`config.mk`:
```
export PLATFORM = sky130hd
export DESIGN_NAME = cda_ctrl
export DESIGN_NICKNAME = d
export VERILOG_FILES = /design/src/sv/cda_pkg.sv /design/src/sv/cda_ctrl.sv
export SDC_FILE = /design/constraint.sdc
export NUM_CORES = 1
export LEC_CHECK = 0
export BUFFER_PORTS_ARGS = -buffer_cell sky130_fd_sc_hd__buf_2
export CAP_MARGIN = 5
export CORE_AREA = 3 3 40 42
export DETAILED_ROUTE_END_ITERATION = 10
export DIE_AREA = 0 0 43 45
export PLACE_DENSITY = 0.73
export SLEW_MARGIN = 20
export SYNTH_ARGS = -nofsm -noshare
export SYNTH_HDL_FRONTEND = slang
export SYNTH_SLANG_ARGS = --single-unit
```
`constraint.sdc`:
```
create_clock -name clk -period 2.4 [get_ports clk]
set_input_delay 0.12 -clock clk [delete_from_list [all_inputs] [get_ports clk]]
set_output_delay 0.12 -clock clk [all_outputs]
set_load 0.05 [all_outputs]
```
`src/sv/cda_pkg.sv`:
```
`timescale 1ns / 1ps
// shared types, constants and calendar tables for the calendar date unit
// no dependencies; imported by cda_ctrl, cda_dp and calendar_date_arithmetic

package cda_pkg;

	// configuration limits
	localparam int MAX_DAY_COUNT = 65535;
	localparam int MAX_YEAR      = 9999;

	// field widths
	localparam int DAY_W   = 5;
	localparam int MONTH_W = 4;
	localparam int YEAR_W  = 14;
	localparam int COUNT_W = 16;
	localparam int DIFF_W  = 23;
	localparam int ORD_W   = 22;

	// day ordinal of 31 dec of the last year, counted from 0001-01-01 as zero
	localparam logic [ORD_W-1:0] ORD_TOP = ORD_W'(365 * (MAX_YEAR - 1) + (MAX_YEAR - 1) / 4
		- (MAX_YEAR - 1) / 100 + (MAX_YEAR - 1) / 400 + 364);

	// cycle lengths in days
	localparam logic [ORD_W-1:0] DAYS_400Y = 22'd146097;
	localparam logic [ORD_W-1:0] DAYS_100Y = 22'd36524;
	localparam logic [ORD_W-1:0] DAYS_4Y   = 22'd1461;
	localparam logic [ORD_W-1:0] DAYS_1Y   = 22'd365;

	// divide by 100 as multiply by reciprocal and shift
	localparam int             RECIP_W   = 13;
	localparam int             PROD_W    = YEAR_W + RECIP_W;
	localparam int             RECIP_SH  = 19;
	localparam logic [RECIP_W-1:0] RECIP_100 = 13'd5243;

	typedef enum logic [1:0] {
		ACT_LOAD = 2'd0,
		ACT_ADD  = 2'd1,
		ACT_SUB  = 2'd2,
		ACT_DIFF = 2'd3
	} action_t;

	typedef enum logic [1:0] {
		STS_OK      = 2'd0,
		STS_INVALID = 2'd1,
		STS_RANGE   = 2'd2
	} status_t;

	typedef enum logic [1:0] {
		YS_400 = 2'd0,
		YS_100 = 2'd1,
		YS_4   = 2'd2,
		YS_1   = 2'd3
	} yr_stage_t;

	typedef enum logic [4:0] {
		ST_IDLE,
		ST_START,
		ST_CUR1,
		ST_CUR2,
		ST_CUR3,
		ST_GIV1,
		ST_GIV2,
		ST_GIV3,
		ST_LOAD,
		ST_DIFF,
		ST_RANGE,
		ST_Y400,
		ST_Y100,
		ST_Y4,
		ST_Y1,
		ST_MON,
		ST_WRITE,
		ST_DONE
	} state_t;

	// controller to datapath
	typedef struct packed {
		logic      accept;
		logic      sel_giv;
		logic      cap_cur;
		logic      cap_giv;
		logic      range_chk;
		logic      yr_step;
		yr_stage_t yr_stage;
		logic      mon_step;
		logic      load_fin;
		logic      diff_fin;
		logic      write_fin;
		logic      out_load;
	} cda_cmd_t;

	// datapath to controller
	typedef struct packed {
		action_t act;
		logic    in_range;
		logic    yr_more;
		logic    mon_more;
		logic    out_free;
	} cda_sts_t;

	// month length in a common year, zero for a month that does not exist
	function automatic logic [DAY_W-1:0] month_len(input logic [MONTH_W-1:0] m);
		logic [DAY_W-1:0] n;
		unique case (m)
			4'd1, 4'd3, 4'd5, 4'd7, 4'd8, 4'd10, 4'd12: n = 5'd31;
			4'd4, 4'd6, 4'd9, 4'd11:                    n = 5'd30;
			4'd2:                                        n = 5'd28;
			default:                                     n = 5'd0;
		endcase
		return n;
	endfunction

	// days before the first of a month in a common year
	function automatic logic [8:0] cum_days(input logic [MONTH_W-1:0] m);
		logic [8:0] n;
		unique case (m)
			4'd2:    n = 9'd31;
			4'd3:    n = 9'd59;
			4'd4:    n = 9'd90;
			4'd5:    n = 9'd120;
			4'd6:    n = 9'd151;
			4'd7:    n = 9'd181;
			4'd8:    n = 9'd212;
			4'd9:    n = 9'd243;
			4'd10:   n = 9'd273;
			4'd11:   n = 9'd304;
			4'd12:   n = 9'd334;
			default: n = 9'd0;
		endcase
		return n;
	endfunction

endpackage

```
`src/sv/cda_ctrl.sv`:
```
`timescale 1ns / 1ps
// sequencer for the calendar date unit: walks each item through its steps
// depends on cda_pkg; drives cda_dp through cda_cmd_t

module cda_ctrl (
	input  logic              clk,
	input  logic              arst_n,
	input  logic              in_valid,
	output logic              in_ready,
	input  cda_pkg::cda_sts_t sts,
	output cda_pkg::cda_cmd_t cmd
);
	import cda_pkg::*;

	state_t state_q;
	state_t state_nxt;

	// state register
	always_ff @(posedge clk or negedge arst_n) begin
		if (!arst_n) begin
			state_q <= ST_IDLE;
		end else begin
			state_q <= state_nxt;
		end
	end

	// next state and commands
	always_comb begin
		state_nxt    = state_q;
		cmd          = '0;
		cmd.yr_stage = YS_400;
		in_ready     = 1'b0;
		unique case (state_q)
			ST_IDLE: begin
				in_ready = 1'b1;
				if (in_valid) begin
					cmd.accept = 1'b1;
					state_nxt  = ST_START;
				end
			end
			ST_START: begin
				state_nxt = (sts.act == ACT_LOAD) ? ST_GIV1 : ST_CUR1;
			end
			// ordinal of the stored date
			ST_CUR1: state_nxt = ST_CUR2;
			ST_CUR2: state_nxt = ST_CUR3;
			ST_CUR3: begin
				cmd.cap_cur = 1'b1;
				state_nxt   = (sts.act == ACT_DIFF) ? ST_GIV1 : ST_RANGE;
			end
			// ordinal and check of the given date
			ST_GIV1: begin
				cmd.sel_giv = 1'b1;
				state_nxt   = ST_GIV2;
			end
			ST_GIV2: state_nxt = ST_GIV3;
			ST_GIV3: begin
				cmd.cap_giv = 1'b1;
				state_nxt   = (sts.act == ACT_LOAD) ? ST_LOAD : ST_DIFF;
			end
			ST_LOAD: begin
				cmd.load_fin = 1'b1;
				state_nxt    = ST_DONE;
			end
			ST_DIFF: begin
				cmd.diff_fin = 1'b1;
				state_nxt    = ST_DONE;
			end
			ST_RANGE: begin
				cmd.range_chk = 1'b1;
				state_nxt     = sts.in_range ? ST_Y400 : ST_DONE;
			end
			// ordinal back to a date, one cycle chunk per beat of the loop
			ST_Y400: begin
				cmd.yr_stage = YS_400;
				cmd.yr_step  = sts.yr_more;
				if (!sts.yr_more) state_nxt = ST_Y100;
			end
			ST_Y100: begin
				cmd.yr_stage = YS_100;
				cmd.yr_step  = sts.yr_more;
				if (!sts.yr_more) state_nxt = ST_Y4;
			end
			ST_Y4: begin
				cmd.yr_stage = YS_4;
				cmd.yr_step  = sts.yr_more;
				if (!sts.yr_more) state_nxt = ST_Y1;
			end
			ST_Y1: begin
				cmd.yr_stage = YS_1;
				cmd.yr_step  = sts.yr_more;
				if (!sts.yr_more) state_nxt = ST_MON;
			end
			ST_MON: begin
				cmd.mon_step = sts.mon_more;
				if (!sts.mon_more) state_nxt = ST_WRITE;
			end
			ST_WRITE: begin
				cmd.write_fin = 1'b1;
				state_nxt     = ST_DONE;
			end
			ST_DONE: begin
				if (sts.out_free) begin
					cmd.out_load = 1'b1;
					state_nxt    = ST_IDLE;
				end
			end
			default: state_nxt = ST_IDLE;
		endcase
	end

endmodule

```
# After elaboration in Yosys (flattened, before gate mapping)

Index checks and enable logic that the tools add are counted.

Equality and inequality tests: 25
Multiplexer cells: 26
Reductions and logical operators: 4

Operators by type and width:

| operator           | number |
|---|---|
| $pmux 5 s16        | 1 |
| $eq 5x4->1 const B | 8 |
| $mux 5             | 8 |
| $eq 5x3->1 const B | 4 |
| $mux 1             | 14 |
| $ne 2x2->1 const B | 7 |
| $pmux 3 s4         | 1 |
| $eq 5x2->1 const B | 2 |
| $eq 5x5->1 const B | 2 |
| $reduce_and 7->1   | 1 |
| $eq 5x1->1 const B | 1 |
| $logic_not 5->1    | 1 |
| $mux 4             | 1 |
| $mux 3             | 1 |
| $reduce_or 3->1    | 1 |
| $eq 2x2->1 const B | 1 |
| $logic_not 2->1    | 1 |

Register bits after elaboration: 5
Input bits: 9
Output and inout bits: 14
Logic and storage cells: 56

# Longest topological paths before layout

Gate-level depths: netlist (run 1).

Depth after elaboration: 3
Gate-level depth with buffers: 6

# Worst setup path before layout (run 1)

No wires, ideal clock.

Path type: register to register
Start: register state_q[2]
End: register state_q[3]
Setup time: 64 ps
Data arrival time: 3058 ps
Required time: 2336 ps
Path slack: -723 ps
Stages on the path, launching flop included: 7
Period minus slack after synthesis: 3123 ps
Path through: dfrtp_1 > buf_2 > nand2b_1 > nor4b_1 > a22oi_1 > nand3b_1 > mux2_4

Longest elaborated chain between the ends: 3
Elaborated cells between the ends (all ways): 28

RTL lines:

| item                                                    | line           | text |
|---|---|---|
| from (decl)                                             | cda_ctrl.sv:15 | `state_t state_q;` |
| from (signal assigned)                                  | cda_ctrl.sv:23 | `state_q <= state_nxt;` |
| $eq 5x5->1, or another cell as far along                | cda_ctrl.sv:33 | `unique case (state_q)` |
| $reduce_or 3->1 (no line) or $ne 2x2->1 (tied branches) | --             |  |
| $pmux 5 s16 or $reduce_and 7->1 (tied branches)         | --             |  |

Several ways; a longest one is shown, not always the timed one.
A chain may end at the register's enable or synchronous reset.

# Worst setup path in the final report (run 1)

Start: register state_q[1]
End: register state_q[3]

Same word-level chain as after synthesis.

==> flow_metrics.tcl, run 1 <==
set metrics [dict create \
    fin_nets 110 \
    p_leak_nw 0.365 \
    die_area_sq_um 1940 \
    endpoint "state_q[3]" \
    reg_top3 "state_q x5" \
    drv_slew 0 \
    hold_path.class "in2async" \
    status "finished, final reports clean" \
    worst_pin_slew_ns 0.467 \
    cts_htree_levels 1 \
    netlist_area_sq_um 587 \
    synth_ff_type "dfrtp_1" \
    syn_avg_cell_area_sq_um 7.82 \
    numCtsBuffers 3 \
    wire_per_inst_um 13.1 \
    power.total_mw 1.19 \
    skew_ns 0.00231 \
    synth_top_cell_by_area "dfrtp_1" \
    startpoint_type "register" \
    worstSetupStartpoint "state_q[1]" \
    layout-drive-gt1-share 0.430 \
    clk_pin_slew_ns 0.05 \
    synth_nets 84 \
    initial_core_util 0.457 \
    ir_drop_mv 0.792 \
    first_global_vias 585 \
    worstSetupPathType "reg2reg" \
    grt_max_degree 17 \
    vias_per_cell 5.55 \
    finalWeightedCongestion 0.855 \
    worstReg2RegStart "state_q[1]" \
    maxCapViolations 0 \
    timing_hold_violations_final 0 \
    crit_path_end_kind "register" \
    grt_antenna_before_repair 0 \
    max_slew_margin 0.686 \
    netlist_instances 75 \
    drt_iter0_drc 21 \
    clock-root-buffer "clkbuf_4" \
    wl_um 1510 \
    utilization 0.585 \
    rsz0062_at_grt "no" \
    crit_arrival_ns 2.12 \
    ant_nets 0 \
    die_h_um 45 \
    r2r_end "state_q[3]" \
    synth.top_cells.by_area "dfrtp_1, nor2_1, nand2_1, mux2_4, a22oi_1" \
    critical_path_peak_fanout 16 \
    largest_reg_flops 5 \
    syn2layout_area_growth_pct 28.1 \
    rows 13 \
    final_cells 115 \
    remaining_drc_errors 0 \
    synthDistinctLibCells 31 \
    dpl.cell_count 110 \
    n_antenna_cell 0 \
    powerDensity_nw_per_um2 1580 \
    ys_seq_area_frac 0.213 \
    final_cell_area_sq_um 752 \
    grt_usage 0.179 \
    yosysMostFrequentCell "nor2_1" \
    port_buffers 22 \
    fin_setup_tns_ns 0 \
    ff2ff_path_depth 4 \
    grt_overflow_total 0 \
    synth_warnings 0 \
    dr.pass1.iters 4 \
    regToRegSetupSlack_ns 0.41 \
    clock_latency_ns 0.25 \
    cts.sinks 5 \
    die_w_um 43 \
    required_ns 2.53 \
    fin_crit_sh 0.830 \
    dpl_cell_area_sq_um 714 \
    cts_tree "built" \
    synth-seq-cells 5 \
    cts_resized 0 \
    synthArstFlopShare 1.00 \
    grt_pass1_wl_um 2590 \
    cts_buffer_depth 2 \
    fmax_mhz 502 \
    min_period_ns 1.99 \
    top_register "state_q" \
    core_sq_um 1280 \
    vias 638 \
    place_hpwl_um 1160 \
    synth_top_area_share 0.213 \
    setup_violations 0 \
    synth_enable_flop_cells 0 \
    synth.top_cells.by_count "nor2_1, nand2_1, dfrtp_1, buf_2" \
    io_pins 23 \
]
==> worst min-delay path by stage <==
| stage | depth (start not counted) | slack (ns) | end |
|---|---|---|---|
| after floorplan | 0 | -0.18 | state_q[0] |
| after global placement | 1 | -0.06 | state_q[0] |
| after detailed placement | 1 | -0.06 | state_q[0] |
| after CTS | 2 | 0.21 | state_q[0] |
| after global routing | 2 | 0.23 | state_q[2] |
| final | 2 | 0.21 | state_q[0] |
==> report_power, final <==
| part | switching [mW] | internal, mW |
|---|---|---|
| Combinational | 0.493 | 0.354 |
| Sequential | 0.108 | 0.129 |
| Clock | 0.0427 | 0.0607 |
| Total | 0.644 | 0.544 |
==> logic make-up after synthesis <==
group | after synthesis | share of synthesized area
AND/OR/NAND/NOR | 46 | 0.463
AO/OA/AOI/OAI | 15 | 0.186
buffers and inverters | 6 | 0.0725
flip-flops | 5 | 0.213
multiplexers | 2 | 0.0512
XOR/XNOR | 1 | 0.0149
==> area by class of cell <==
cell class	instances	area (sq um)
Fill cell	127	533
Multi-Input combinational cell	64	430
Timing Repair Buffer	27	150
Sequential cell	5	125
Clock buffer	3	22.5
Tap cell	15	18.8
Clock inverter	1	5.00
==> critical path, cell delays in order, from the launching register on <==
cell	delay, ns
dfrtp_1	0.62
nand3_1	0.20
and4_4	0.23
nor4_4	0.48
mux2_4	0.34
==> cells in the final DEF (no fill, tap or decap), types with 2 or more instances in the layout <==
master	count
nand3b_1	3
o21a_1	2
nor3_1	2
o21ai_0	3
buf_4	4
a22oi_1	3
buf_2	22
nand2b_1	2
mux2_4	2
nor2_1	16
nand2_1	9
clkbuf_4	3
nand3_1	3
dfrtp_1	5
==> repair_timing <==
| action | CTS | global route |
|---|---|---|
| hold buffers | 1 | 0 |
| setup endpoints to repair | 0 | 0 |
| hold endpoints to repair | 5 | 0 |
| setup buffers | 0 | 0 |
==> metal layers <==
metal | global-route usage | routed length [um]
met2 | 0.299 | 733
met5 | 0 | 0
met3 | 0.0797 | 94
met4 | 0.0361 | 0
met1 | 0.214 | 677
==> stage by stage <==
| step | hold slack [ns] | worst slack, ns |
|---|---|---|
| 2_1_floorplan | -0.176 | 0.0886 |
| 3_3_place_gp | -0.0607 | 0.470 |
| 3_5_place_dp | -0.0602 | 0.434 |
| 4_1_cts | 0.208 | 0.415 |
| 5_1_grt | 0.229 | 0.243 |
| 6_report | 0.211 | 0.408 |
Power figures use the tool's default switching activity.
==> inputs of run 2 (changes only) <==
- clock period: 2.4 -> 2 ns (I/O delays scaled with it)
==> flow_metrics.tcl, run 2 (synthesis gave the netlist of run 1 again) <==
set metrics [dict create \
    rows 13 \
    crit_buf_inv 0 \
    die_area_sq_um 1940 \
    critical_path_peak_fanout 7 \
    max_slew_margin 0.696 \
    max_stage_delay_ns 0.47 \
    path_cells "a21o_1 -> and4_4 -> nor4_4 -> mux2_4" \
    numCtsBuffers 3 \
    fmax_mhz 549 \
    ir_drop_mv 0.866 \
    crit_arrival_ns 1.95 \
    clock_latency_ns 0.25 \
    power_switching_mw 0.813 \
    worstReg2RegStart "state_q[0]" \
    p_leak_nw 0.386 \
    grt_antenna_before_repair 0 \
    worstSetupPathType "reg2reg" \
    place_hpwl_um 1270 \
    first_global_vias 592 \
    pre_cts_ws_ns 0.174 \
    internal_power_mw 0.715 \
    rsz0062_at_grt "no" \
    vias 675 \
    final_common_cell "buf_2" \
    grt_overflow_total 0 \
    pwr-share-seq 0.152 \
    clk_pin_slew_ns 0.04 \
    r2r_end "state_q[3]" \
    cts_tree "built" \
    wire_per_inst_um 13.1 \
    layout-drive-gt1-share 0.462 \
    core_sq_um 1280 \
    cts_htree_levels 1 \
    maxCapViolations 0 \
    powerDensity_nw_per_um2 1910 \
    vias_per_cell 5.67 \
    wl_met2_um 739 \
    crit_path_end_kind "register" \
    drt_iter0_drc 24 \
    postCtsSetupRepairBufs 0 \
    ant_nets 0 \
    sw_frac_of_total 0.532 \
    remaining_drc_errors 0 \
    status "finished, final reports clean" \
    cts.sinks 5 \
    worstSetupPathDepth 4 \
    hold_path.class "in2async" \
    fin_nets 114 \
    required_ns 2.13 \
    clockPowerShare 0.078 \
    dpl_cell_area_sq_um 764 \
    top_register "state_q" \
    min_period_ns 1.82 \
    worst_pin_slew_ns 0.453 \
    n_antenna_cell 0 \
    reg_top3 "state_q x5" \
    startpoint_type "register" \
    worstSetupStartpoint "state_q[0]" \
    grt_max_degree 14 \
    worst_slack_ns 0.177 \
    top_layer "met4" \
    syn2layout_area_growth_pct 36.5 \
    die_w_um 43 \
    cts_buffer_depth 2 \
    port_buffers 22 \
    final_cell_mix "buf_2, nor2_1, nand2_1" \
    cp_top_family "simple AND/OR/NAND/NOR gates" \
    dr.pass1.iters 6 \
    fin_setup_tns_ns 0 \
    skew_ns 0.00356 \
    clock-root-buffer "clkbuf_4" \
    initial_core_util 0.457 \
    wl_um 1550 \
    drv_slew 0 \
    grt_pass1_wl_um 2580 \
    final_cell_area_sq_um 801 \
    power_frac_comb 0.770 \
    largest_reg_flops 5 \
    grt_usage 0.181 \
    die_h_um 45 \
    ff2ff_path_depth 4 \
    met3_length_um 114 \
    setup_violations 0 \
    drt-met1-wl_um 661 \
    finalWeightedCongestion 0.843 \
    regToRegSetupSlack_ns 0.18 \
    endpoint "state_q[3]" \
    timing_hold_violations_final 0 \
    io_pins 23 \
    hold_ws_ns 0.197 \
    slowest_stage "nor4_4" \
    fin_crit_sh 0.911 \
]
[run 2: worst min-delay path by stage]
stage               startpoint         end  slack [ns]  depth (start not counted)
floorplan               arst_n  state_q[0]       -0.20                          0
global placement        arst_n  state_q[2]       -0.08                          1
detailed placement      arst_n  state_q[2]       -0.08                          1
CTS                     arst_n  state_q[1]        0.20                          2
global route            arst_n  state_q[0]        0.24                          2
finish                  arst_n  state_q[1]        0.20                          2
[run 2: stage by stage]
| stage | utilization | instances | power (mW) |
|---|---|---|---|
| after floorplan | - | 75 | 1.17 |
| after global placement | 0.595 | 114 | 1.38 |
| after detailed placement | 0.595 | 114 | 1.40 |
| after CTS | 0.623 | 119 | 1.53 |
| after global routing | 0.623 | 119 | 1.63 |
| final | 0.623 | 119 | 1.53 |
[run 2: power by group through the flow]
stage | Clock (mW) | Sequential, mW | Combinational, mW
floorplan | 0 | 0.196 | 0.971
global placement | 0 | 0.229 | 1.15
detailed placement | 0 | 0.232 | 1.17
CTS | 0.120 | 0.231 | 1.18
global route | 0.129 | 0.242 | 1.26
finish | 0.119 | 0.232 | 1.18
[run 2: area by class of cell]
cell class | instances | area [sq um]
Fill cell | 117 | 484
Sequential cell | 5 | 125
Tap cell | 15 | 18.8
Clock buffer | 4 | 26.3
Timing Repair Buffer | 31 | 180
Multi-Input combinational cell | 64 | 450
[run 2: routing by layer]
metal  up-vias  global-route usage
met4         0               0.108
met2        32               0.305
met1       308               0.228
met3         5              0.0120
li1        330                   -
met5         -                   0
[run 2: what timing repair did]
item | in CTS | in global routing
hold buffers | 1 | 0
hold endpoints to repair | 5 | 0
gates resized for setup | 0 | 0
[run 2: worst register-to-register path, cell delays in order, from the launching register on]
cell     delay, ns
dfrtp_1       0.46
a21o_1        0.24
and4_4        0.20
nor4_4        0.47
mux2_4        0.34
==> inputs of run 3 (changes only) <==
- CTS_BUF_LIST: unset -> sky130_fd_sc_hd__clkbuf_2 sky130_fd_sc_hd__clkbuf_4 sky130_fd_sc_hd__clkbuf_8
- SKIP_CTS_REPAIR_TIMING: unset -> 1
==> flow_metrics.tcl, run 3 (synthesis gave the netlist of run 1 again) <==
set metrics [dict create \
    required_ns 2.13 \
    drv_slew 0 \
    fin_setup_tns_ns 0 \
    power.total_mw 1.54 \
    cts_buffer_depth 2 \
    drt_iter0_drc 24 \
    vias_per_cell 5.67 \
    wl_um 1560 \
    worstSetupPathType "reg2reg" \
    numCtsBuffers 3 \
    p_leak_nw 0.389 \
    hold_ws_ns 0.205 \
    clock_latency_ns 0.25 \
    wire_per_inst_um 13.1 \
    final_cell_mix "buf_2, nor2_1, nand2_1" \
    seq_area_sq_um 125 \
    fin_crit_sh 0.912 \
    hold_path.class "in2async" \
    die_area_sq_um 1940 \
    cts.sinks 5 \
    finalWeightedCongestion 0.843 \
    r2r_end "state_q[3]" \
    io_pins 23 \
    dpl_cell_area_sq_um 764 \
    grt_pass1_wl_um 2570 \
    setup_violations 0 \
    reg_top3 "state_q x5" \
    n_antenna_cell 0 \
    skew_ns 0.00421 \
    rows 13 \
    largest_reg_flops 5 \
    die_h_um 45 \
    maxCapViolations 0 \
    utilization 0.626 \
    dr.pass1.iters 6 \
    core_sq_um 1280 \
    worstReg2RegStart "state_q[0]" \
    startpoint_type "register" \
    min_period_ns 1.82 \
    max_slew_margin 0.696 \
    fillers 115 \
    fin_nets 114 \
    top_register "state_q" \
    multi_input_area_sq_um 450 \
    worst_pin_slew_ns 0.453 \
    max_stage_delay_ns 0.47 \
    slowest_stage "nor4_4" \
    cts_tree "built" \
    timing_hold_violations_final 0 \
    remaining_drc_errors 0 \
    clock-root-buffer "clkbuf_4" \
    ir_drop_mv 0.866 \
    initial_core_util 0.457 \
    ff2ff_path_depth 4 \
    ant_nets 0 \
    crit_path_end_kind "register" \
    fmax_mhz 548 \
    layout-drive-gt1-share 0.471 \
    grt_max_degree 14 \
    grt_usage 0.180 \
    rsz0062_at_grt "no" \
    first_global_vias 591 \
    clk_pin_slew_ns 0.04 \
    place_hpwl_um 1270 \
    crit_buf_inv 0 \
    grt_antenna_before_repair 0 \
    powerDensity_nw_per_um2 1920 \
    critical_path_peak_fanout 7 \
    port_buffers 22 \
    vias 675 \
    grt_overflow_total 0 \
    final_common_cell "buf_2" \
    crit_arrival_ns 1.95 \
    cp_top_family "simple AND/OR/NAND/NOR gates" \
    path_cells "a21o_1 -> and4_4 -> nor4_4 -> mux2_4" \
    regToRegSetupSlack_ns 0.18 \
    syn2layout_area_growth_pct 37.1 \
    final_cell_area_sq_um 805 \
    cts_htree_levels 1 \
    die_w_um 43 \
    status "finished, final reports clean" \
]
-- run 3: worst reg2reg max path: cells and delay by family (launching register included) --
family,cells,cell delay [ns]
AND/OR/NAND/NOR,2,0.67
flip-flops,1,0.46
multiplexers,1,0.34
AO/OA/AOI/OAI,1,0.24
-- run 3: worst max-delay path by stage --
| stage | endpoint | from | slack, ns | cells past startpoint |
|---|---|---|---|---|
| after global routing | state_q[3] | state_q[0] | 0.10 | 4 |
| after global placement | state_q[3] | state_q[2] | 0.22 | 4 |
| final | state_q[3] | state_q[0] | 0.18 | 4 |
| after floorplan | cmd[12] | state_q[4] | 0.02 | 4 |
| after CTS | state_q[3] | state_q[0] | 0.17 | 4 |
| after detailed placement | state_q[3] | state_q[0] | 0.17 | 4 |
-- run 3: final cells by class --
class                   instances  area share
well taps                      15      0.0233
clock buffers                   4      0.0373
repair buffers                 31       0.224
flip-flops and latches          5       0.156
multi-input cells              64       0.560
-- run 3: metal layers --
metal,vias to the layer above,part of all wire,track usage,wire length (um)
met5,-,0,0,0
met4,0,0.025,0.108,39
met3,5,0.074,0.0120,115
met2,32,0.47,0.305,740
met1,308,0.43,0.225,666
li1,330,-,-,-
-- run 3: power breakdown --
| part | internal (mW) | leakage [nW] | total, mW | switching [mW] |
|---|---|---|---|---|
| clock network | 0.0891 | 0.0184 | 0.133 | 0.0435 |
| logic | 0.483 | 0.308 | 1.18 | 0.693 |
| registers | 0.156 | 0.0626 | 0.232 | 0.0760 |
-- run 3: metrics by stage --
step	setup slack [ns]	std cells
finish	0.176	119
global route	0.101	119
CTS	0.174	118
detailed placement	0.174	114
global placement	0.218	114
floorplan	0.0222	75
