$ cat src/sv/cda_pkg.sv
`timescale 1ns / 1ps
// shared types, constants and calendar tables for the calendar date unit
// no dependencies; imported by cda_ctrl, cda_dp and calendar_date_arithmetic

package cda_pkg;

	// configuration limits
	localparam int MAX_DAY_COUNT = 65535;
	localparam int MAX_YEAR      = 9999;

	// field widths
	localparam int DAY_W   = 5;
	localparam int MONTH_W = 4;
	localparam int YEAR_W  = 14;
	localparam int COUNT_W = 16;
	localparam int DIFF_W  = 23;
	localparam int ORD_W   = 22;

	// day ordinal of 31 dec of the last year, counted from 0001-01-01 as zero
	localparam logic [ORD_W-1:0] ORD_TOP = ORD_W'(365 * (MAX_YEAR - 1) + (MAX_YEAR - 1) / 4
		- (MAX_YEAR - 1) / 100 + (MAX_YEAR - 1) / 400 + 364);

	// cycle lengths in days
	localparam logic [ORD_W-1:0] DAYS_400Y = 22'd146097;
	localparam logic [ORD_W-1:0] DAYS_100Y = 22'd36524;
	localparam logic [ORD_W-1:0] DAYS_4Y   = 22'd1461;
	localparam logic [ORD_W-1:0] DAYS_1Y   = 22'd365;

	// divide by 100 as multiply by reciprocal and shift
	localparam int             RECIP_W   = 13;
	localparam int             PROD_W    = YEAR_W + RECIP_W;
	localparam int             RECIP_SH  = 19;
	localparam logic [RECIP_W-1:0] RECIP_100 = 13'd5243;

	typedef enum logic [1:0] {
		ACT_LOAD = 2'd0,
		ACT_ADD  = 2'd1,
		ACT_SUB  = 2'd2,
		ACT_DIFF = 2'd3
	} action_t;

	typedef enum logic [1:0] {
		STS_OK      = 2'd0,
		STS_INVALID = 2'd1,
		STS_RANGE   = 2'd2
	} status_t;

	typedef enum logic [1:0] {
		YS_400 = 2'd0,
		YS_100 = 2'd1,
		YS_4   = 2'd2,
		YS_1   = 2'd3
	} yr_stage_t;

	typedef enum logic [4:0] {
		ST_IDLE,
		ST_START,
		ST_CUR1,
		ST_CUR2,
		ST_CUR3,
		ST_GIV1,
		ST_GIV2,
		ST_GIV3,
		ST_LOAD,
		ST_DIFF,
		ST_RANGE,
		ST_Y400,
		ST_Y100,
		ST_Y4,
		ST_Y1,
		ST_MON,
		ST_WRITE,
		ST_DONE
	} state_t;

	// controller to datapath
	typedef struct packed {
		logic      accept;
		logic      sel_giv;
		logic      cap_cur;
		logic      cap_giv;
		logic      range_chk;
		logic      yr_step;
		yr_stage_t yr_stage;
		logic      mon_step;
		logic      load_fin;
		logic      diff_fin;
		logic      write_fin;
		logic      out_load;
	} cda_cmd_t;

	// datapath to controller
	typedef struct packed {
		action_t act;
		logic    in_range;
		logic    yr_more;
		logic    mon_more;
		logic    out_free;
	} cda_sts_t;

	// month length in a common year, zero for a month that does not exist
	function automatic logic [DAY_W-1:0] month_len(input logic [MONTH_W-1:0] m);
		logic [DAY_W-1:0] n;
		unique case (m)
			4'd1, 4'd3, 4'd5, 4'd7, 4'd8, 4'd10, 4'd12: n = 5'd31;
			4'd4, 4'd6, 4'd9, 4'd11:                    n = 5'd30;
			4'd2:                                        n = 5'd28;
			default:                                     n = 5'd0;
		endcase
		return n;
	endfunction

	// days before the first of a month in a common year
	function automatic logic [8:0] cum_days(input logic [MONTH_W-1:0] m);
		logic [8:0] n;
		unique case (m)
			4'd2:    n = 9'd31;
			4'd3:    n = 9'd59;
			4'd4:    n = 9'd90;
			4'd5:    n = 9'd120;
			4'd6:    n = 9'd151;
			4'd7:    n = 9'd181;
			4'd8:    n = 9'd212;
			4'd9:    n = 9'd243;
			4'd10:   n = 9'd273;
			4'd11:   n = 9'd304;
			4'd12:   n = 9'd334;
			default: n = 9'd0;
		endcase
		return n;
	endfunction

endpackage

$ cat src/sv/cda_dp.sv
`timescale 1ns / 1ps
// datapath of the calendar date unit: stored date, ordinal unit, year and
// month walk, result register; depends on cda_pkg, commanded by cda_ctrl

module cda_dp (
	input  logic                            clk,
	input  logic                            arst_n,
	input  cda_pkg::cda_cmd_t               cmd,
	output cda_pkg::cda_sts_t               sts,
	input  cda_pkg::action_t                in_action,
	input  logic [cda_pkg::DAY_W-1:0]       in_day,
	input  logic [cda_pkg::MONTH_W-1:0]     in_month,
	input  logic [cda_pkg::YEAR_W-1:0]      in_year,
	input  logic [cda_pkg::COUNT_W-1:0]     day_count,
	input  logic                            out_ready,
	output logic                            out_valid,
	output logic [cda_pkg::DAY_W-1:0]       out_day,
	output logic [cda_pkg::MONTH_W-1:0]     out_month,
	output logic [cda_pkg::YEAR_W-1:0]      out_year,
	output logic signed [cda_pkg::DIFF_W-1:0] day_difference,
	output cda_pkg::status_t                status
);
	import cda_pkg::*;

	// latched item
	action_t            act_q;
	logic [DAY_W-1:0]   gday_q;
	logic [MONTH_W-1:0] gmon_q;
	logic [YEAR_W-1:0]  gyear_q;
	logic [COUNT_W-1:0] cnt_q;

	// stored date
	logic [DAY_W-1:0]   cur_day_q;
	logic [MONTH_W-1:0] cur_mon_q;
	logic [YEAR_W-1:0]  cur_year_q;

	// ordinal unit
	logic [DAY_W-1:0]   sel_d;
	logic [MONTH_W-1:0] sel_m;
	logic [YEAR_W-1:0]  sel_y;
	logic [YEAR_W-1:0]  sel_p;
	logic [YEAR_W+8:0]  p365_full;
	logic [PROD_W-1:0]  pprod_full;
	logic [PROD_W-1:0]  yprod_full;
	logic [DAY_W-1:0]   d_s1;
	logic [MONTH_W-1:0] m_s1;
	logic [YEAR_W-1:0]  y_s1;
	logic [YEAR_W-1:0]  p_s1;
	logic [ORD_W-1:0]   p365_s1;
	logic [PROD_W-1:0]  pprod_s1;
	logic [PROD_W-1:0]  yprod_s1;
	logic [7:0]         qp;
	logic [7:0]         qy;
	logic [14:0]        qy100;
	logic [YEAR_W-1:0]  rem100;
	logic               leap_c;
	logic [ORD_W-1:0]   base_c;
	logic [DAY_W-1:0]   d_s2;
	logic [MONTH_W-1:0] m_s2;
	logic [YEAR_W-1:0]  y_s2;
	logic               leap_s2;
	logic [ORD_W-1:0]   base_s2;
	logic [DAY_W-1:0]   mlen_s2;
	logic [ORD_W-1:0]   ord_c;
	logic               ok_c;
	logic [ORD_W-1:0]   cur_ord_q;
	logic [ORD_W-1:0]   giv_ord_q;
	logic               giv_ok_q;

	// range check
	logic [ORD_W:0]     nw;

	// year and month walk
	logic [ORD_W-1:0]   r_q;
	logic [YEAR_W-1:0]  yacc_q;
	logic [1:0]         n100_q;
	logic [4:0]         n4_q;
	logic [1:0]         n1_q;
	logic [MONTH_W-1:0] mm_q;
	logic [ORD_W-1:0]   chunk;
	logic [8:0]         chunk_yrs;
	logic               limit_hit;
	logic               leap_w;
	logic [DAY_W-1:0]   mlen_w;

	// result
	logic signed [DIFF_W-1:0] diff_q;
	status_t            sts_q;
	logic               out_valid_q;

	// item latch, day count saturated to the limit
	always_ff @(posedge clk) begin
		if (cmd.accept) begin
			act_q   <= in_action;
			gday_q  <= in_day;
			gmon_q  <= in_month;
			gyear_q <= in_year;
			cnt_q   <= (day_count > COUNT_W'(MAX_DAY_COUNT)) ?
				COUNT_W'(MAX_DAY_COUNT) : day_count;
		end
	end

	// ordinal stage 1: year products
	assign sel_d      = cmd.sel_giv ? gday_q  : cur_day_q;
	assign sel_m      = cmd.sel_giv ? gmon_q  : cur_mon_q;
	assign sel_y      = cmd.sel_giv ? gyear_q : cur_year_q;
	assign sel_p      = sel_y - YEAR_W'(1);
	assign p365_full  = {9'd0, sel_p} * 23'd365;
	assign pprod_full = {{RECIP_W{1'b0}}, sel_p} * {{YEAR_W{1'b0}}, RECIP_100};
	assign yprod_full = {{RECIP_W{1'b0}}, sel_y} * {{YEAR_W{1'b0}}, RECIP_100};

	always_ff @(posedge clk) begin
		d_s1     <= sel_d;
		m_s1     <= sel_m;
		y_s1     <= sel_y;
		p_s1     <= sel_p;
		p365_s1  <= p365_full[ORD_W-1:0];
		pprod_s1 <= pprod_full;
		yprod_s1 <= yprod_full;
	end

	// ordinal stage 2: leap year and days before the year
	assign qp     = pprod_s1[RECIP_SH+7:RECIP_SH];
	assign qy     = yprod_s1[RECIP_SH+7:RECIP_SH];
	assign qy100  = {7'd0, qy} * 15'd100;
	assign rem100 = y_s1 - qy100[YEAR_W-1:0];
	assign leap_c = (y_s1[1:0] == 2'd0) && ((rem100 != '0) || (qy[1:0] == 2'd0));
	assign base_c = p365_s1 + ORD_W'(p_s1[YEAR_W-1:2]) - ORD_W'(qp) + ORD_W'(qp[7:2]);

	always_ff @(posedge clk) begin
		d_s2    <= d_s1;
		m_s2    <= m_s1;
		y_s2    <= y_s1;
		leap_s2 <= leap_c;
		base_s2 <= base_c;
	end

	// ordinal stage 3: month and day, date check
	assign mlen_s2 = month_len(m_s2) + DAY_W'(leap_s2 && (m_s2 == 4'd2));
	assign ord_c   = base_s2 + ORD_W'(cum_days(m_s2)) + ORD_W'(leap_s2 && (m_s2 > 4'd2))
		+ ORD_W'(d_s2) - ORD_W'(1);
	assign ok_c    = (y_s2 != '0) && (y_s2 <= YEAR_W'(MAX_YEAR)) && (m_s2 != '0)
		&& (m_s2 <= 4'd12) && (d_s2 != '0) && (d_s2 <= mlen_s2);

	always_ff @(posedge clk) begin
		if (cmd.cap_cur) begin
			cur_ord_q <= ord_c;
		end
		if (cmd.cap_giv) begin
			giv_ord_q <= ord_c;
			giv_ok_q  <= ok_c;
		end
	end

	// new ordinal for add and subtract
	assign nw = (act_q == ACT_ADD) ?
		({1'b0, cur_ord_q} + {{(ORD_W+1-COUNT_W){1'b0}}, cnt_q}) :
		({1'b0, cur_ord_q} - {{(ORD_W+1-COUNT_W){1'b0}}, cnt_q});

	// chunk for the current year stage
	always_comb begin
		case (cmd.yr_stage)
			YS_400: begin
				chunk     = DAYS_400Y;
				chunk_yrs = 9'd400;
				limit_hit = 1'b0;
			end
			YS_100: begin
				chunk     = DAYS_100Y;
				chunk_yrs = 9'd100;
				limit_hit = (n100_q == 2'd3);
			end
			YS_4: begin
				chunk     = DAYS_4Y;
				chunk_yrs = 9'd4;
				limit_hit = 1'b0;
			end
			default: begin
				chunk     = DAYS_1Y;
				chunk_yrs = 9'd1;
				limit_hit = (n1_q == 2'd3);
			end
		endcase
	end

	// leap year from the cycle counts, then month length in the walk
	assign leap_w = (n1_q == 2'd3) && ((n4_q != 5'd24) || (n100_q == 2'd3));
	assign mlen_w = month_len(mm_q) + DAY_W'(leap_w && (mm_q == 4'd2));

	// year and month walk registers
	always_ff @(posedge clk) begin
		if (cmd.range_chk) begin
			r_q    <= nw[ORD_W-1:0];
			yacc_q <= '0;
			n100_q <= '0;
			n4_q   <= '0;
			n1_q   <= '0;
			mm_q   <= 4'd1;
		end else if (cmd.yr_step) begin
			r_q    <= r_q - chunk;
			yacc_q <= yacc_q + YEAR_W'(chunk_yrs);
			case (cmd.yr_stage)
				YS_100:  n100_q <= n100_q + 2'd1;
				YS_4:    n4_q   <= n4_q + 5'd1;
				YS_1:    n1_q   <= n1_q + 2'd1;
				default: n100_q <= n100_q;
			endcase
		end else if (cmd.mon_step) begin
			r_q  <= r_q - ORD_W'(mlen_w);
			mm_q <= mm_q + 4'd1;
		end
	end

	// stored date
	always_ff @(posedge clk or negedge arst_n) begin
		if (!arst_n) begin
			cur_day_q  <= DAY_W'(1);
			cur_mon_q  <= MONTH_W'(1);
			cur_year_q <= YEAR_W'(1);
		end else if (cmd.load_fin) begin
			cur_day_q  <= giv_ok_q ? gday_q  : DAY_W'(1);
			cur_mon_q  <= giv_ok_q ? gmon_q  : MONTH_W'(1);
			cur_year_q <= giv_ok_q ? gyear_q : YEAR_W'(1);
		end else if (cmd.write_fin) begin
			cur_day_q  <= r_q[DAY_W-1:0] + DAY_W'(1);
			cur_mon_q  <= mm_q;
			cur_year_q <= yacc_q + YEAR_W'(1);
		end
	end

	// difference and status of the item
	always_ff @(posedge clk) begin
		if (cmd.accept) begin
			diff_q <= '0;
			sts_q  <= STS_OK;
		end else if (cmd.load_fin) begin
			sts_q <= giv_ok_q ? STS_OK : STS_INVALID;
		end else if (cmd.diff_fin) begin
			if (giv_ok_q) begin
				diff_q <= $signed({1'b0, cur_ord_q}) - $signed({1'b0, giv_ord_q});
			end else begin
				sts_q <= STS_INVALID;
			end
		end else if (cmd.range_chk) begin
			if (!sts.in_range) sts_q <= STS_RANGE;
		end
	end

	// result register
	always_ff @(posedge clk or negedge arst_n) begin
		if (!arst_n) begin
			out_valid_q <= 1'b0;
		end else if (cmd.out_load) begin
			out_valid_q <= 1'b1;
		end else if (out_ready) begin
			out_valid_q <= 1'b0;
		end
	end

	always_ff @(posedge clk) begin
		if (cmd.out_load) begin
			out_day        <= cur_day_q;
			out_month      <= cur_mon_q;
			out_year       <= cur_year_q;
			day_difference <= diff_q;
			status         <= sts_q;
		end
	end

	assign out_valid = out_valid_q;

	// status to the controller
	assign sts.act      = act_q;
	assign sts.in_range = !nw[ORD_W] && (nw[ORD_W-1:0] <= ORD_TOP);
	assign sts.yr_more  = (r_q >= chunk) && !limit_hit;
	assign sts.mon_more = (mm_q < 4'd12) && (r_q >= ORD_W'(mlen_w));
	assign sts.out_free = !out_valid_q || out_ready;

endmodule

$ cat config.mk
export PLATFORM = sky130hd
export DESIGN_NAME = cda_dp
export DESIGN_NICKNAME = d
export VERILOG_FILES = /design/src/sv/cda_pkg.sv /design/src/sv/cda_dp.sv
export SDC_FILE = /design/constraint.sdc
export NUM_CORES = 1
export LEC_CHECK = 0
export ABC_AREA = 1
export BUFFER_PORTS_ARGS = -buffer_cell sky130_fd_sc_hd__buf_4
export CORE_MARGIN = 4
export CORE_UTILIZATION = 64
export DETAILED_ROUTE_END_ITERATION = 16
export GPL_ROUTABILITY_DRIVEN = 0
export GPL_TIMING_DRIVEN = 0
export MAX_ROUTING_LAYER = met4
export PLACE_DENSITY = 0.85
export SYNTH_ARGS = -nofsm -noshare
export SYNTH_HDL_FRONTEND = slang
export SYNTH_SLANG_ARGS = --single-unit
$ cat constraint.sdc
create_clock -name clk -period 9.35 [get_ports clk]
set_input_delay 0.4675 -clock clk [delete_from_list [all_inputs] [get_ports clk]]
set_output_delay 0.4675 -clock clk [all_outputs]
set_load 0.005 [all_outputs]
# Word level (Yosys, flattened, before mapping)
# Memory sizes are Yosys's and may differ from the RTL's. A register that Yosys moved wholly into a read port is not among the register bits.
# Cells that the tools add are included.
# word_totals
wordCells,155
in_bits,57
mem_count,3
rom_bits,304
regBits,391
out_inout_bits,55
# mem_list
memory,depth,width,read_ports,rd_clocked_by_memory_dff,wr,line_no,source
(name not given),16,9,1,1,0,cda_pkg.sv:116,unique case (m)
(name not given),16,5,1,1,0,cda_pkg.sv:104,unique case (m)
(name not given),16,5,1,1,0,cda_pkg.sv:104,
# classes
n_mux,29
n_eq_ne,11
mul,4
bitwise_logic,2
order_cmp,9
addsub,23
reduce_logical,37
# op_table
op,n
$mux 22,3
$mux 14,4
$mul 14x13->27 const B,2
$pmux 18 s3,1
$reduce_bool 14->1,2
$pmux 9 s3,1
$mux 4,6
$add 22x16->23,1
$mux 23,1
$sub 22x16->23,1
$sub 22x22->23,1
$add 22x1->22,1
$add 22x12->22,1
$add 22x5->22,1
$add 22x6->22,1
$add 22x9->22,1
$ge 22x22->1,1
$ge 22x5->1,1
$le 22x22->1 const B,1
$mul 14x9->22 const B,1
$sub 22x1->22 const B,1
$sub 22x22->22,1
$sub 22x5->22,1
$sub 22x8->22,1
other kinds (36),79

# Logic depth before layout (Yosys ltp)
# Gate-level depths: netlist (run 1).
# logic_depth
ltp_word,9
mapped_depth,36
mapped_depth_nobuf,35

# Least setup slack after synthesis (run 1)
# OpenSTA, ideal clock, no wires.
# synth_timing
path_kind,input to register
from,input port cmd[11] (netlist bit)
to,register pprod_s1[25]
path_slack_ps,2478
required_ps,9223
stages,30
arrival_ps,6746
path_buffers,2
setup_time_ps,127
cell_sequence,buf_2 clkbuf_1 o21ai_0 ha_1 inv_1 nand2_1 nand2_1 nand2_1 nand2_1 nand2_1 nand4_1 xor2_1 inv_1 ha_1 inv_1 fa_1 inv_1 fa_1 fa_1 inv_1 fa_1 inv_1 ha_1 nand2_1 nor2_1 a211oi_1 o211ai_1 a31oi_1 o21ai_0 xor2_1
# synth_between
elab_chain_cells,3
# synth_lines
element,line_no,source
from (decl),cda_dp.sv:8,"input cda_pkg::cda_cmd_t cmd,"
$mux 14,cda_dp.sv:106,assign sel_y = cmd.sel_giv ? gyear_q : cur_year_q;
$sub 14x1->14,cda_dp.sv:107,assign sel_p = sel_y - YEAR_W'(1);
net sel_p[12],cda_dp.sv:41,logic [YEAR_W-1:0] sel_p;
$mul 14x13->27,cda_dp.sv:109,"assign pprod_full = {{RECIP_W{1'b0}}, sel_p} * {{YEAR_W{1'b0}}, RECIP_100};"
net pprod_full[25],cda_dp.sv:43,logic [PROD_W-1:0] pprod_full;
to (signal assigned),cda_dp.sv:118,pprod_s1 <= pprod_full;
to (decl),cda_dp.sv:50,logic [PROD_W-1:0] pprod_s1;
# The timed path passes the listed nets, and every way through them passes these cells.
# A chain may end at the register's enable or synchronous reset.

# Final worst setup path (run 1)
# layout_timing
from,input port cmd[11] (netlist bit)
to,register pprod_s1[24]
# The elaborated chain is that of the path after synthesis.

==> results of run 1 <==
==> Yosys cell counts (all sizes together) (11+ instances only) <==
cell type and number:
a21oi 198, a31oi 34, clkbuf 28, dfrtp 21
dfxtp 186, edfxtp 156, fa 189, ha 471
inv 764, nand2 518, nand3 105, nand4 25
nor2 227, nor3 31, nor4 11, o21ai 165
o21bai 21, xnor2 57, xor2 108
==> cell type report <==
type | instances | area (sq um) | share of cell area [%]
buffer | 32 | 124 | 0.379
clock buffer | 56 | 1090 | 3.33
clock inverter | 13 | 160 | 0.490
inverter | 767 | 2880 | 8.80
multi-input combinational | 2255 | 17800 | 54.6
sequential | 366 | 9010 | 27.6
tap | 600 | 751 | 2.30
timing repair buffer | 113 | 851 | 2.60
==> cells by family (layout without fill, tap and decap cells) <==
logic type / count (synthesis) / count (layout) / synth area share, %
mux: 3 / 3 / 0.113
xor+xnor: 165 / 165 / 4.87
simple gates: 929 / 929 / 12.9
buf+inv: 799 / 981 / 10.1
fa+ha+maj: 660 / 660 / 32.4
compound gates: 498 / 498 / 9.45
flops: 366 / 366 / 30.2
==> flip-flops by register name, summed over array words and instances, names as in the netlist, 16 cells and up, named ones only <==
signal          cells
cur_ord_q          22
day_difference     23
diff_q             23
cnt_q              16
base_s2            22
r_q                22
giv_ord_q          22
p365_s1            21
==> per-stage QoR <==
step,area (sq um),hold WS [ps],util [%]
after floorplan,29900,172,-
after global placement,31400,312,68.7
after detailed placement,31500,313,68.7
after CTS,32700,51.2,71.5
after global routing,32700,60.4,71.5
final,32700,72.7,71.5
==> final timing paths <==
| kind | from | to | slack, ps | depth (start not counted) |
|---|---|---|---|---|
| worst max register to register | cur_year_q[3]$_DFFE_PN0P_ | pprod_s1[24]$_DFF_P_ | 1220 | 28 |
| worst min register to register | d_s1[4]$_DFF_P_ | d_s2[4]$_DFF_P_ | 330 | 0 |
| min in group asynchronous | arst_n | cur_mon_q[1]$_DFFE_PN0P_ | 370 | 2 |
| max in group asynchronous | arst_n | cur_year_q[0]$_DFFE_PN1P_ | 8650 | 2 |
| worst min-delay path | in_month[1] | gmon_q[1]$_DFFE_PP_ | 70 | 1 |
| worst max-delay path | cmd[11] | pprod_s1[24]$_DFF_P_ | 1120 | 31 |
==> per-layer routing <==
layer	track usage [%]	vias up	wire length [um]
li1	-	11300	-
met4	13.3	0	3630
met1	34.3	10900	27800
met2	48.6	897	33600
met3	3.91	242	4710
met5	-	-	0
==> repair_timing <==
action	CTS	global route
setup endpoints to repair	0	0
hold buffers	1	0
endpoints found under the hold margin	21	0
==> worst max-delay path, delay by kind of cell <==
kind            cells  cell delay, ps
compound gates      6            1900
xor+xnor            2            1080
fa+ha+maj           7            3160
buf+inv             8            1280
simple gates        8             760
==> qor.yml, run 1 <==
synth_top_area_share_pct: 19.7
grt_pass1_wl_mm: 115
wire_per_inst_um: 16.6
grt_use_total_pct: 28.8
stdcell_count: 4202
fillerInstances: 3198
layout_common_cells: "760 x inv_1, 511 x nand2_1, 471 x ha_1"
antenna_found_initial: 0
synth_area_sq_um: 29900
core_sq_um: 45800
yosys-top-cells-area: "ha_1 20%, edfxtp_1 16%, fa_1 13%"
syn2layout_area_growth_pct: 9.55
fmax_mhz: 121
synth.net_count: 4137
cts-root-buf: "clkbuf_16"
cts_max_path_buffers: 3
ant_nets: 0
ys_ff_latch: 366
placed_cells: 4132
status: "complete, no violations"
viasPerCell: 5.55
num_vias: 23300
endpoint_kind: "register"
first_global_vias: 23800
crit_type: "input port to register"
finalHoldViolations: 0
die_height_um: 224
drt_wl_total_mm: 69.8
dieWidth_um: 224
async_flop_share_pct: 6.56
drive_gt1_share_pct: 5.86
ys.flop_type: "dfxtp_1"
drc: 0
dr.first_iter.drc_count: 1819
period_share_pct: 88.1
cts_tree: "done"
crit_fanout: 10
io_buffers: 110
dieArea_sq_um: 50200
finalNetCount: 4290
start_util_pct: 65.2
setup_ws_ps: 1120
maxSlewHeadroom_pct: 4.06
cp.required_ps: 9770
rsz0062_at_grt: "no"
finalSetupTns_ps: 0
fin_crit_ps: 8230
syn_avg_cell_area_sq_um: 8.73
hpwl_mm: 55.1
synth_cell_types: 60
htreeDepth: 2
cts_buffers: 38
ctsResizeCount: 0
diodes: 0
finClkSkew_ps: 27.9
crit_path_start_kind: "input port"
setup_viol: 0
drt-pass1-iter-count: 6
grt_max_degree: 50
hold_class: "input port to register"
max_stage_delay_ps: 1140
netlist_instances: 3420
ys_seq_area_share_pct: 30.2
place_ws_ps: 624
synth_top_area_cell: "ha_1"
path_common_cell: "nand2_1"
maxSlewViolCount: 0
clk_pin_slew_ps: 70
tightest_slew_ps: 1420
clock_latency_ps: 570
maxCapViolCount: 0
gr-total-overflow: 0
placement_rows: 78
ios: 112
arrival_ps: 8650
layout_commonest_cell: "inv_1"
cts_setup_buffers: 0
yosysWarnings: 0
synth_edf_count: 156
slowest_stage: "o21ai_0"
cts.sinks: 366
Power of run 1 is left out: the tool's default activity adds up to more than one toggle a clock period on the data nets, which glitch-free logic cannot reach.
==> run 2, diff against run 1 <==
Settings changed: PLACE_DENSITY 0.85 to 0.84.
==> run 2 against run 1 <==
Fmax increased by 1.3%. Final cell count increased by 0.14%. Sequential share of layout area decreased by 0.096 points. Global-route usage decreased by 0.077 points. Via count about the same. Hold slack got worse by 8.0 ps. Register-to-register slack about the same. Cell area increased by 0.35%. Flip-flop and latch count unchanged. Clock-buffer cell count decreased by 5. Setup slack improved by 110 ps. Highest routed layer unchanged.
==> qor.yml, run 2 (synthesized netlist as in run 1, its figures left out) <==
layout_common_cells: "760 x inv_1, 511 x nand2_1, 471 x ha_1"
cts_tree: "done"
finClkSkew_ps: 32.7
die_height_um: 224
hpwl_mm: 55.1
stdcell_count: 4208
fmax_mhz: 123
start_util_pct: 65.2
ctsResizeCount: 0
clock_latency_ps: 580
maxSlewViolCount: 0
finalSetupTns_ps: 0
drt_wl_total_mm: 69.7
m1WireLength_mm: 27.7
viasPerCell: 5.54
period_share_pct: 86.9
htreeDepth: 2
syn2layout_area_growth_pct: 9.93
maxCapViolCount: 0
wire_per_inst_um: 16.6
dr.first_iter.drc_count: 2110
layout_commonest_cell: "inv_1"
highest_layer: "met4"
cts_buffers: 40
holdPathStages: 1
place_ws_ps: 690
dieArea_sq_um: 50200
ios: 112
antenna_found_initial: 0
diodes: 0
first_global_vias: 23400
core_sq_um: 45800
critical_path_buf_inv_count: 6
grt_use_total_pct: 28.7
gr-total-overflow: 0
crit_path_start_kind: "register"
finalNetCount: 4294
clk_pin_slew_ps: 60
hold_class: "input port to register"
setup_ws_ps: 1220
arrival_ps: 8550
tightest_slew_ps: 1420
placement_rows: 78
drc: 0
drt-pass1-iter-count: 8
route.met3.wl_mm: 4.79
crit_type: "register to register"
rsz0062_at_grt: "no"
ff2ff_path_depth: 29
cts_max_path_buffers: 3
critPathTopFamily: "adder cells"
slowest_stage: "o21ai_1"
worst-path-stages: 29
finalHoldViolations: 0
setup_viol: 0
crit_fanout: 10
wl_met2_mm: 33.1
dieWidth_um: 224
placed_cells: 4134
ant_nets: 0
endpoint_kind: "register"
io_buffers: 110
grt_max_degree: 50
drive_gt1_share_pct: 6.24
cts.sinks: 366
fin_crit_ps: 8130
cp.required_ps: 9770
status: "complete, no violations"
maxSlewHeadroom_pct: 4.24
largestRegisters: "day_difference x23, diff_q x23"
max_stage_delay_ps: 1020
num_vias: 23300
grt_pass1_wl_mm: 114
cts-root-buf: "clkbuf_16"
-- run 2: changes by cell type in the layout (fill, tap and decap cells not counted), moves of 2 or more --
cell and delta:
clkbuf_1 -9, clkbuf_16 +3, clkinvlp_4 +3, inv_6 +3, clkinv_2 +2
-- run 2: layout make-up --
type / instances / area, sq um
multi-input combinational: 2255 / 17800
fill: 3159 / 12900
sequential: 366 / 9010
inverter: 767 / 2880
clock buffer: 51 / 1140
timing repair buffer: 115 / 867
tap: 600 / 751
clock inverter: 22 / 203
buffer: 32 / 124
-- run 2: what timing repair did --
| item | CTS | global route |
|---|---|---|
| endpoints found under the setup margin | 0 | 0 |
| buffers inserted | 0 | 0 |
| endpoints found under the hold margin | 21 | 0 |
| hold buffers | 1 | 0 |
-- run 2: routing by layer --
layer	up-vias	GRT usage, %
met5	-	-
met2	886	47.5
li1	11300	-
met4	0	14.0
met1	10900	34.6
met3	236	4.15
-- run 2: path summary, 6_finish.rpt --
kind,from,to,slack [ps]
max in group asynchronous,arst_n,cur_year_q[0]$_DFFE_PN1P_,8700
min in group asynchronous,arst_n,cur_mon_q[2]$_DFFE_PN0P_,340
max,cur_year_q[0]$_DFFE_PN1P_,pprod_s1[24]$_DFF_P_,1220
max reg2reg,cur_year_q[0]$_DFFE_PN1P_,pprod_s1[24]$_DFF_P_,1220
min,day_count[8],cnt_q[8]$_DFFE_PP_,60
min reg2reg,d_s1[4]$_DFF_P_,d_s2[4]$_DFF_P_,340
-- run 2: worst reg2reg max path, delay by kind of cell (launching register included) --
| family | cells | cell delay, ps |
|---|---|---|
| compound gates | 6 | 1800 |
| xor+xnor | 2 | 1110 |
| fa+ha+maj | 7 | 3160 |
| buf+inv | 6 | 800 |
| flops | 1 | 380 |
| simple gates | 8 | 750 |
-- run 2: metrics by stage --
stage / utilization (%) / cell area, sq um / hold WS [ps]
finish: 71.7 / 32800 / 64.7
global placement: 68.7 / 31400 / 317
CTS: 71.7 / 32800 / 45.9
floorplan: - / 29900 / 172
global route: 71.7 / 32800 / 49.5
detailed placement: 68.7 / 31500 / 312
Power of run 2 is left out for the same reason.
